`src/rtl/core/ted_pkg.sv`:
```
// Shared types and codes for the terminal escape key decoder.
`timescale 1ns / 1ps
`default_nettype none
package ted_pkg;

  // Parser state, one-hot
  typedef enum logic [4:0] {
    MODE_IDLE = 5'b00001,
    MODE_ESC  = 5'b00010,
    MODE_CSI  = 5'b00100,
    MODE_NUM  = 5'b01000,
    MODE_SS3  = 5'b10000
  } mode_t;

  // Key kinds
  localparam logic [2:0] KIND_UNKNOWN = 3'd0;
  localparam logic [2:0] KIND_PRINT   = 3'd1;
  localparam logic [2:0] KIND_ENTER   = 3'd2;
  localparam logic [2:0] KIND_TAB     = 3'd3;
  localparam logic [2:0] KIND_BKSP    = 3'd4;
  localparam logic [2:0] KIND_ESC     = 3'd5;
  localparam logic [2:0] KIND_NAV     = 3'd6;
  localparam logic [2:0] KIND_FKEY    = 3'd7;

  // Navigation codes
  localparam logic [3:0] NAV_UP    = 4'd0;
  localparam logic [3:0] NAV_DOWN  = 4'd1;
  localparam logic [3:0] NAV_LEFT  = 4'd2;
  localparam logic [3:0] NAV_RIGHT = 4'd3;
  localparam logic [3:0] NAV_HOME  = 4'd4;
  localparam logic [3:0] NAV_END   = 4'd5;
  localparam logic [3:0] NAV_PGUP  = 4'd6;
  localparam logic [3:0] NAV_PGDN  = 4'd7;
  localparam logic [3:0] NAV_INS   = 4'd8;
  localparam logic [3:0] NAV_DEL   = 4'd9;

  // Bytes of note
  localparam logic [7:0] BYTE_ESC   = 8'd27;
  localparam logic [7:0] BYTE_CSI   = 8'h5B; // '['
  localparam logic [7:0] BYTE_SS3   = 8'h4F; // 'O'
  localparam logic [7:0] BYTE_TILDE = 8'h7E;
  localparam logic [7:0] BYTE_LF    = 8'd10;
  localparam logic [7:0] BYTE_CR    = 8'd13;
  localparam logic [7:0] BYTE_HT    = 8'd9;
  localparam logic [7:0] BYTE_BS    = 8'd8;
  localparam logic [7:0] BYTE_DEL   = 8'd127;

  localparam logic [6:0] ACC_MAX = 7'd99;

  typedef struct packed {
    logic       valid;
    logic [2:0] kind;
    logic [6:0] char_code;
    logic [3:0] nav_index;
    logic [3:0] fkey_number;
  } key_t;

endpackage
`default_nettype wire

```
`src/rtl/core/ted_decode.sv`:
```
// Next-state and key-event logic for one received byte or idle tick.
`timescale 1ns / 1ps
`default_nettype none
module ted_decode (
  input  var ted_pkg::mode_t mode,
  input  wire logic [6:0]    acc,
  input  wire logic          func,
  input  wire logic [7:0]    data_byte,
  output var ted_pkg::mode_t mode_nxt,
  output logic [6:0]         acc_nxt,
  output ted_pkg::key_t      key
);

  logic       is_digit;
  logic       is_lower;
  logic       is_upper;
  logic       is_punct;
  logic [3:0] digit_val;
  logic [9:0] acc_grow;
  ted_pkg::key_t plain_key;
  ted_pkg::key_t tilde_key;

  assign is_digit  = (data_byte >= 8'h30) && (data_byte <= 8'h39);
  assign is_lower  = (data_byte >= 8'h61) && (data_byte <= 8'h7A);
  assign is_upper  = (data_byte >= 8'h41) && (data_byte <= 8'h5A);
  assign digit_val = data_byte[3:0];
  // acc*10 + digit as acc*8 + acc*2 + digit
  assign acc_grow  = {acc, 3'b000} + {2'b00, acc, 1'b0} + {6'd0, digit_val};

  always_comb begin
    case (data_byte)
      8'h20, 8'h2D, 8'h3D, 8'h5B, 8'h5D, 8'h5C, 8'h3B, 8'h27, 8'h2C, 8'h2E, 8'h2F,
      8'h60, 8'h21, 8'h40, 8'h23, 8'h24, 8'h25, 8'h5E, 8'h26, 8'h2A, 8'h28,
      8'h29: is_punct = 1'b1;
      default: is_punct = 1'b0;
    endcase
  end

  // Byte outside any sequence
  always_comb begin
    plain_key = '{valid: 1'b1, kind: ted_pkg::KIND_UNKNOWN, char_code: 7'd0,
                  nav_index: 4'd0, fkey_number: 4'd0};
    if (is_lower) begin
      plain_key.kind      = ted_pkg::KIND_PRINT;
      plain_key.char_code = data_byte[6:0] - 7'd32;
    end else if (is_upper || is_digit || is_punct) begin
      plain_key.kind      = ted_pkg::KIND_PRINT;
      plain_key.char_code = data_byte[6:0];
    end else if (data_byte == ted_pkg::BYTE_LF || data_byte == ted_pkg::BYTE_CR) begin
      plain_key.kind = ted_pkg::KIND_ENTER;
    end else if (data_byte == ted_pkg::BYTE_HT) begin
      plain_key.kind = ted_pkg::KIND_TAB;
    end else if (data_byte == ted_pkg::BYTE_BS || data_byte == ted_pkg::BYTE_DEL) begin
      plain_key.kind = ted_pkg::KIND_BKSP;
    end
  end

  // Number closed by '~'
  always_comb begin
    tilde_key = '{valid: 1'b1, kind: ted_pkg::KIND_UNKNOWN, char_code: 7'd0,
                  nav_index: 4'd0, fkey_number: 4'd0};
    case (acc)
      7'd1, 7'd7: begin
        tilde_key.kind = ted_pkg::KIND_NAV; tilde_key.nav_index = ted_pkg::NAV_HOME;
      end
      7'd2: begin
        tilde_key.kind = ted_pkg::KIND_NAV; tilde_key.nav_index = ted_pkg::NAV_INS;
      end
      7'd3: begin
        tilde_key.kind = ted_pkg::KIND_NAV; tilde_key.nav_index = ted_pkg::NAV_DEL;
      end
      7'd4, 7'd8: begin
        tilde_key.kind = ted_pkg::KIND_NAV; tilde_key.nav_index = ted_pkg::NAV_END;
      end
      7'd5: begin
        tilde_key.kind = ted_pkg::KIND_NAV; tilde_key.nav_index = ted_pkg::NAV_PGUP;
      end
      7'd6: begin
        tilde_key.kind = ted_pkg::KIND_NAV; tilde_key.nav_index = ted_pkg::NAV_PGDN;
      end
      7'd11, 7'd12, 7'd13, 7'd14, 7'd15: begin
        tilde_key.kind = ted_pkg::KIND_FKEY; tilde_key.fkey_number = 4'(acc - 7'd10);
      end
      7'd17, 7'd18, 7'd19, 7'd20, 7'd21: begin
        tilde_key.kind = ted_pkg::KIND_FKEY; tilde_key.fkey_number = 4'(acc - 7'd11);
      end
      7'd23: begin
        tilde_key.kind = ted_pkg::KIND_FKEY; tilde_key.fkey_number = 4'd11;
      end
      7'd24: begin
        tilde_key.kind = ted_pkg::KIND_FKEY; tilde_key.fkey_number = 4'd12;
      end
      default: tilde_key.kind = ted_pkg::KIND_UNKNOWN;
    endcase
  end

  always_comb begin
    key = '{valid: 1'b1, kind: ted_pkg::KIND_UNKNOWN, char_code: 7'd0,
            nav_index: 4'd0, fkey_number: 4'd0};
    // Any result drops back to idle
    mode_nxt = ted_pkg::MODE_IDLE;
    acc_nxt  = 7'd0;
    case (mode)
      ted_pkg::MODE_ESC: begin
        if (!func && data_byte == ted_pkg::BYTE_CSI) begin
          key.valid = 1'b0;
          mode_nxt  = ted_pkg::MODE_CSI;
        end else if (!func && data_byte == ted_pkg::BYTE_SS3) begin
          key.valid = 1'b0;
          mode_nxt  = ted_pkg::MODE_SS3;
        end else begin
          key.kind = ted_pkg::KIND_ESC;
        end
      end
      ted_pkg::MODE_CSI: begin
        if (func) begin
          key.kind = ted_pkg::KIND_ESC;
        end else if (is_digit) begin
          key.valid = 1'b0;
          mode_nxt  = ted_pkg::MODE_NUM;
          acc_nxt   = {3'd0, digit_val};
        end else begin
          case (data_byte)
            8'h41: begin key.kind = ted_pkg::KIND_NAV; key.nav_index = ted_pkg::NAV_UP; end
            8'h42: begin key.kind = ted_pkg::KIND_NAV; key.nav_index = ted_pkg::NAV_DOWN; end
            8'h43: begin key.kind = ted_pkg::KIND_NAV; key.nav_index = ted_pkg::NAV_RIGHT; end
            8'h44: begin key.kind = ted_pkg::KIND_NAV; key.nav_index = ted_pkg::NAV_LEFT; end
            8'h48: begin key.kind = ted_pkg::KIND_NAV; key.nav_index = ted_pkg::NAV_HOME; end
            8'h46: begin key.kind = ted_pkg::KIND_NAV; key.nav_index = ted_pkg::NAV_END; end
            8'h5A: key.kind = ted_pkg::KIND_TAB;
            default: key.kind = ted_pkg::KIND_UNKNOWN;
          endcase
        end
      end
      ted_pkg::MODE_NUM: begin
        if (!func && is_digit) begin
          key.valid = 1'b0;
          mode_nxt  = ted_pkg::MODE_NUM;
          acc_nxt   = (acc_grow > 10'(ted_pkg::ACC_MAX)) ? ted_pkg::ACC_MAX : acc_grow[6:0];
        end else if (!func && data_byte == ted_pkg::BYTE_TILDE) begin
          key = tilde_key;
        end
      end
      ted_pkg::MODE_SS3: begin
        if (!func && data_byte >= 8'h50 && data_byte <= 8'h53) begin
          key.kind        = ted_pkg::KIND_FKEY;
          key.fkey_number = {2'b00, data_byte[1:0]} + 4'd1;
        end
      end
      default: begin
        // Idle, and any stray code treated as idle
        if (func) begin
          key.valid = 1'b0;
        end else if (data_byte == ted_pkg::BYTE_ESC) begin
          key.valid = 1'b0;
          mode_nxt  = ted_pkg::MODE_ESC;
        end else begin
          key = plain_key;
        end
      end
    endcase
  end

endmodule
`default_nettype wire

```
`src/rtl/core/terminal_escape_key_decoder.sv`:
```
// Top level of the terminal escape key decoder: state, result register, handshakes.
`timescale 1ns / 1ps
`default_nettype none
// Takes one terminal byte (or an idle tick, in_func high) per request and gives at most one
// key event per request: printables with letters in upper case, Enter, Tab, Backspace, Escape,
// navigation keys and F1 to F12 from VT100/ANSI escape sequences. A request is accepted in
// every cycle in which in_stall is low; its key event, if any, is then registered in the result
// register. The only limit on rate is that single result register: input stalls while a key
// event is held there with out_stall high. An idle tick resolves a pending lone escape.
module terminal_escape_key_decoder (
  input  wire logic       clk,
  input  wire logic       rst_n,
  input  wire logic       in_valid,
  output logic            in_stall,
  input  wire logic       in_func,
  input  wire logic [7:0] in_data_byte,
  output logic            out_valid,
  input  wire logic       out_stall,
  output logic [2:0]      out_kind,
  output logic [6:0]      out_char_code,
  output logic [3:0]      out_nav_index,
  output logic [3:0]      out_fkey_number
);

  ted_pkg::mode_t mode_r;
  ted_pkg::mode_t mode_nxt;
  logic [6:0]     acc_r;
  logic [6:0]     acc_nxt;
  ted_pkg::key_t  key;
  logic           in_accept;
  logic           out_valid_r;
  logic [2:0]     kind_r;
  logic [6:0]     char_code_r;
  logic [3:0]     nav_index_r;
  logic [3:0]     fkey_number_r;

  ted_decode u_decode (
    .mode      (mode_r),
    .acc       (acc_r),
    .func      (in_func),
    .data_byte (in_data_byte),
    .mode_nxt  (mode_nxt),
    .acc_nxt   (acc_nxt),
    .key       (key)
  );

  // Hold input only while a result waits and the consumer stalls
  assign in_stall  = out_valid_r && out_stall;
  assign in_accept = in_valid && !in_stall;

  always_ff @(posedge clk) begin
    if (!rst_n) begin
      mode_r      <= ted_pkg::MODE_IDLE;
      acc_r       <= 7'd0;
      out_valid_r <= 1'b0;
    end else begin
      // A new key event replaces one that drains in the same cycle
      if (in_accept && key.valid) begin
        out_valid_r <= 1'b1;
      end else if (out_valid_r && !out_stall) begin
        out_valid_r <= 1'b0;
      end
      if (in_accept) begin
        mode_r <= mode_nxt;
        acc_r  <= acc_nxt;
      end
    end
  end

  always_ff @(posedge clk) begin
    if (in_accept && key.valid) begin
      kind_r        <= key.kind;
      char_code_r   <= key.char_code;
      nav_index_r   <= key.nav_index;
      fkey_number_r <= key.fkey_number;
    end
  end

  assign out_valid       = out_valid_r;
  assign out_kind        = kind_r;
  assign out_char_code   = char_code_r;
  assign out_nav_index   = nav_index_r;
  assign out_fkey_number = fkey_number_r;

  a_char_only_print: assert property (@(posedge clk) disable iff (!rst_n)
    out_valid_r && kind_r != ted_pkg::KIND_PRINT |-> char_code_r == 7'd0)
    else $error("char_code set on a non-printable key");

  a_fkey_range: assert property (@(posedge clk) disable iff (!rst_n)
    out_valid_r && kind_r == ted_pkg::KIND_FKEY |->
      fkey_number_r != 4'd0 && fkey_number_r <= 4'd12)
    else $error("function key number out of range");

  a_acc_sat: assert property (@(posedge clk) disable iff (!rst_n)
    acc_r <= ted_pkg::ACC_MAX)
    else $error("sequence number above saturation limit");

  a_acc_idle: assert property (@(posedge clk) disable iff (!rst_n)
    mode_r != ted_pkg::MODE_NUM |-> acc_r == 7'd0)
    else $error("sequence number left over outside a number");

  a_result_clears: assert property (@(posedge clk) disable iff (!rst_n)
    in_accept && key.valid |=> mode_r == ted_pkg::MODE_IDLE)
    else $error("parser not back to idle after a key event");

endmodule
`default_nettype wire
```
`config.mk`:
```
export PLATFORM = sky130hd
export DESIGN_NAME = terminal_escape_key_decoder
export DESIGN_NICKNAME = d
export VERILOG_FILES = /design/src/rtl/core/ted_pkg.sv /design/src/rtl/core/ted_decode.sv /design/src/rtl/core/terminal_escape_key_decoder.sv
export SDC_FILE = /design/constraint.sdc
export NUM_CORES = 1
export LEC_CHECK = 0
export ABC_CLOCK_PERIOD_IN_PS = 4270
export BUFFER_PORTS_ARGS = -buffer_cell sky130_fd_sc_hd__buf_2
export CORE_ASPECT_RATIO = 1.2
export CORE_MARGIN = 2
export CORE_UTILIZATION = 60
export DETAILED_ROUTE_END_ITERATION = 7
export HOLD_SLACK_MARGIN = 0.12
export PLACE_DENSITY = 0.86
export SLEW_MARGIN = 20
export SYNTH_ARGS = -nofsm -noshare
export SYNTH_HDL_FRONTEND = slang
export SYNTH_SLANG_ARGS = --single-unit
export TNS_END_PERCENT = 30
```
`constraint.sdc`:
```
create_clock -name clk -period 4.27 [get_ports clk]
set_input_delay 0.427 -clock clk [delete_from_list [all_inputs] [get_ports clk]]
set_output_delay 0.427 -clock clk [all_outputs]
set_load 0.005 [all_outputs]
```
==> impl_metrics.toml <==
[run_status]
outcome = "completed"

[grt]
grt_first_pass_wirelength_mm = 12.0
antenna_found_initial = 0
overflow = 0
grt_pass1_vias = 2576
grt_max_degree = 27
grt_use_total_pct = 28.8

[die]
start_util_pct = 62.2
dieArea_um2 = 5340
die_y_um = 79.6
core_area_um2 = 4590
fp.dieW_um = 67.0
io_pins = 33
rows = 27

[yosys]
ys_ff_latch = 31
yosysWarnings = 0
synth.area.top_cells = "edfxtp_1 (19%), ha_1 (11%), dfxtp_1 (9.1%), a21oi_1 (4.2%), o21ai_0 (4.2%)"
yosysSeqAreaShare_pct = 28.0
syn_area_um2 = 2860
post_synth.cell_area_avg_um2 = 8.15
synth_top_area_share_pct = 18.9
synth_cells = 351
syn_nets = 392
synth_edf_count = 18
async_flop_share_pct = 0
synth_area_leader_cell = "edfxtp_1"
ys.flop_type = "edfxtp_1"
ys_types = 63

[setup_path]
slowest_delay_ps = 600
cp-end-kind = "flop"
cp_max_fo = 13
setup.worst_path.class = "flop to flop"
reg2reg_from = "acc_r[2]"
crit_required_ps = 4460
r2r_setup_slack_ps = 990
crit_family = "adder cells"
critical_path.slowest_cell = "fa_1"
path_buf_inv = 2
cp-startpoint = "acc_r[2]"
worstPathArrival_ps = 3470
worst_setup_path_start_kind = "flop"
crit_chain = "inv_1, fa_1, inv_1, ha_1, a211oi_1, o21bai_1, a21oi_1, mux2i_1, nand3_1, o211a_1"
r2r_end = "acc_r[0]"
reg2reg_depth = 10
cp_common_cell = "inv_1"

[sta]
period_needed_ps = 3280
setup-violations-final = 0
maxSlewViolCount = 0
rsz0062_at_grt = "no"
relSlewSlack_pct = 43.0
period_share_pct = 76.8
hold_violations = 0
tightest_slew_ps = 843
finalClockSkew_ps = 2.11
clock.fmax_mhz = 305
tns_ps = 0

[routing]
wirelength_mm = 7.19
drt_first_pass_iters = 5
drc = 0
wire_per_inst_um = 16.8
drt_iter0_markers = 441
antenna_left = 0
viasPerCell = 6.54
vias = 2806

[place]
hpwlAfterDp_mm = 5.22
place_inst = 421
portBuffers = 32
gp_congestion = 0.959

[clock_network]
cts_tree = "built"
cts_buffer_depth = 2
clk_latency_ps = 290
cts.clk_slew.worst_paths_ps = 70
clock_sinks = 31
cts.htree.levels = 2
ctsHoldBuffers = 0
post-cts-setup-buffers = 0
root_buffer = "clkbuf_8"
cts_made_buffers = 5
cts_resized = 0

[pwr]
p_leak_nw = 1.33
vdd_drop_max_mv = 0.158
power.total_uw = 708
p_per_area_nw_per_um2 = 227

[layout]
layout.cells.most_common = "buf_2"
final_cell_mix = "buf_2 (32), nor2_1 (29), ha_1 (26), nand2_1 (25)"
instances_no_fill = 429
drive_gt1_share_pct = 14.8
area_delta_synth_final_pct = 9.06
layout.nets = 411
fillers = 393
final_core_util_pct = 67.9
n_antenna_cell = 0

[job]
drv_cap = 0

[min_path]
worstHoldPathType = "input pin to flop"
hold-path-endpoint = "mode_r[0]"
hp-start = "rst_n"
whs_path_depth = 2
## Yosys cell counts (3+ instances only)
cell       n
and2_1    11
o22ai_1    6
nor2_1    29
o21ai_0   24
buf_2      5
inv_1     22
o211ai_1   5
clkbuf_1  14
nor3b_1    4
a31oi_1    5
a21oi_1   24
nand2b_1   4
nand3_1   13
or2_2      4
mux2i_1    3
nand2_1   25
xor2_1     4
ha_1      26
nor4_1     4
nor3_1     9
nor2b_1    9
nand3b_1   4
edfxtp_1  18
o211a_1    5
nand4_1    5
dfxtp_1   13
or3_1      3
o31ai_1    8
## per-layer routing
layer / GRT usage (%) / up-vias / wire length, um
li1: - / 1332 / -
met1: 34.8 / 1291 / 2860
met2: 49.5 / 149 / 3510
met3: 5.50 / 34 / 565
met4: 11.4 / 0 / 255
met5: 0 / - / 0
## flip-flops by register name, indices dropped and copies added, names as in the netlist
| register | flops |
|---|---|
| out_fkey_number | 4 |
| acc_r | 7 |
| out_valid | 1 |
| mode_r | 5 |
| out_kind | 3 |
| out_nav_index | 4 |
| out_char_code | 7 |
## worst register-to-register path, cell delays in order, from the launching register on
cell	delay (ps)
dfxtp_1	580
inv_1	250
fa_1	600
inv_1	60
ha_1	320
a211oi_1	260
o21bai_1	120
a21oi_1	190
mux2i_1	310
nand3_1	230
o211a_1	270
## cell type report
| cell class | instances | area (um2) | area share (%) |
|---|---|---|---|
| inverters | 22 | 82.6 | 2.65 |
| flip-flops and latches | 31 | 801 | 25.7 |
| multi-input cells | 277 | 1890 | 60.5 |
| repair buffers | 33 | 168 | 5.38 |
| clock inverters | 3 | 38.8 | 1.24 |
| clock buffers | 5 | 68.8 | 2.21 |
| well taps | 58 | 72.6 | 2.33 |
## power breakdown
group | internal, mW | leakage, nW | switching, mW
Clock | 0.171 | 0.0556 | 0.117
Sequential | 0.323 | 0.289 | 0.00284
Combinational | 0.0320 | 0.987 | 0.0621
## worst max path at each step
stage / slack [ps] / endpoint / depth (start not counted)
6_report: 990 / acc_r[0] / 10
5_1_grt: 720 / acc_r[4] / 10
4_1_cts: 1040 / acc_r[0] / 10
3_5_place_dp: 1000 / acc_r[0] / 11
3_3_place_gp: 1160 / acc_r[0] / 11
2_1_floorplan: 1360 / acc_r[0] / 11
## cell families after synthesis
family                     Yosys count  synth area share (%)
and+or+nand+nor                    138                  26.9
AOI/OAI and AO/OA                  103                  23.8
buffers and inverters               43                  6.00
DFF                                 31                  28.0
adders and majority gates           28                  12.8
xor gates and xnor gates             5                  1.53
muxes                                3                  1.05
## metrics by stage
step | setup WS [ps] | instance area (um2) | hold slack, ps
after floorplan | 1360 | 2860 | 501
after global placement | 1160 | 3010 | 520
after detailed placement | 1000 | 3010 | 531
after CTS | 1040 | 3120 | 461
after global routing | 717 | 3120 | 473
final | 992 | 3120 | 463
No activity file was read; power rests on OpenSTA's default activity.
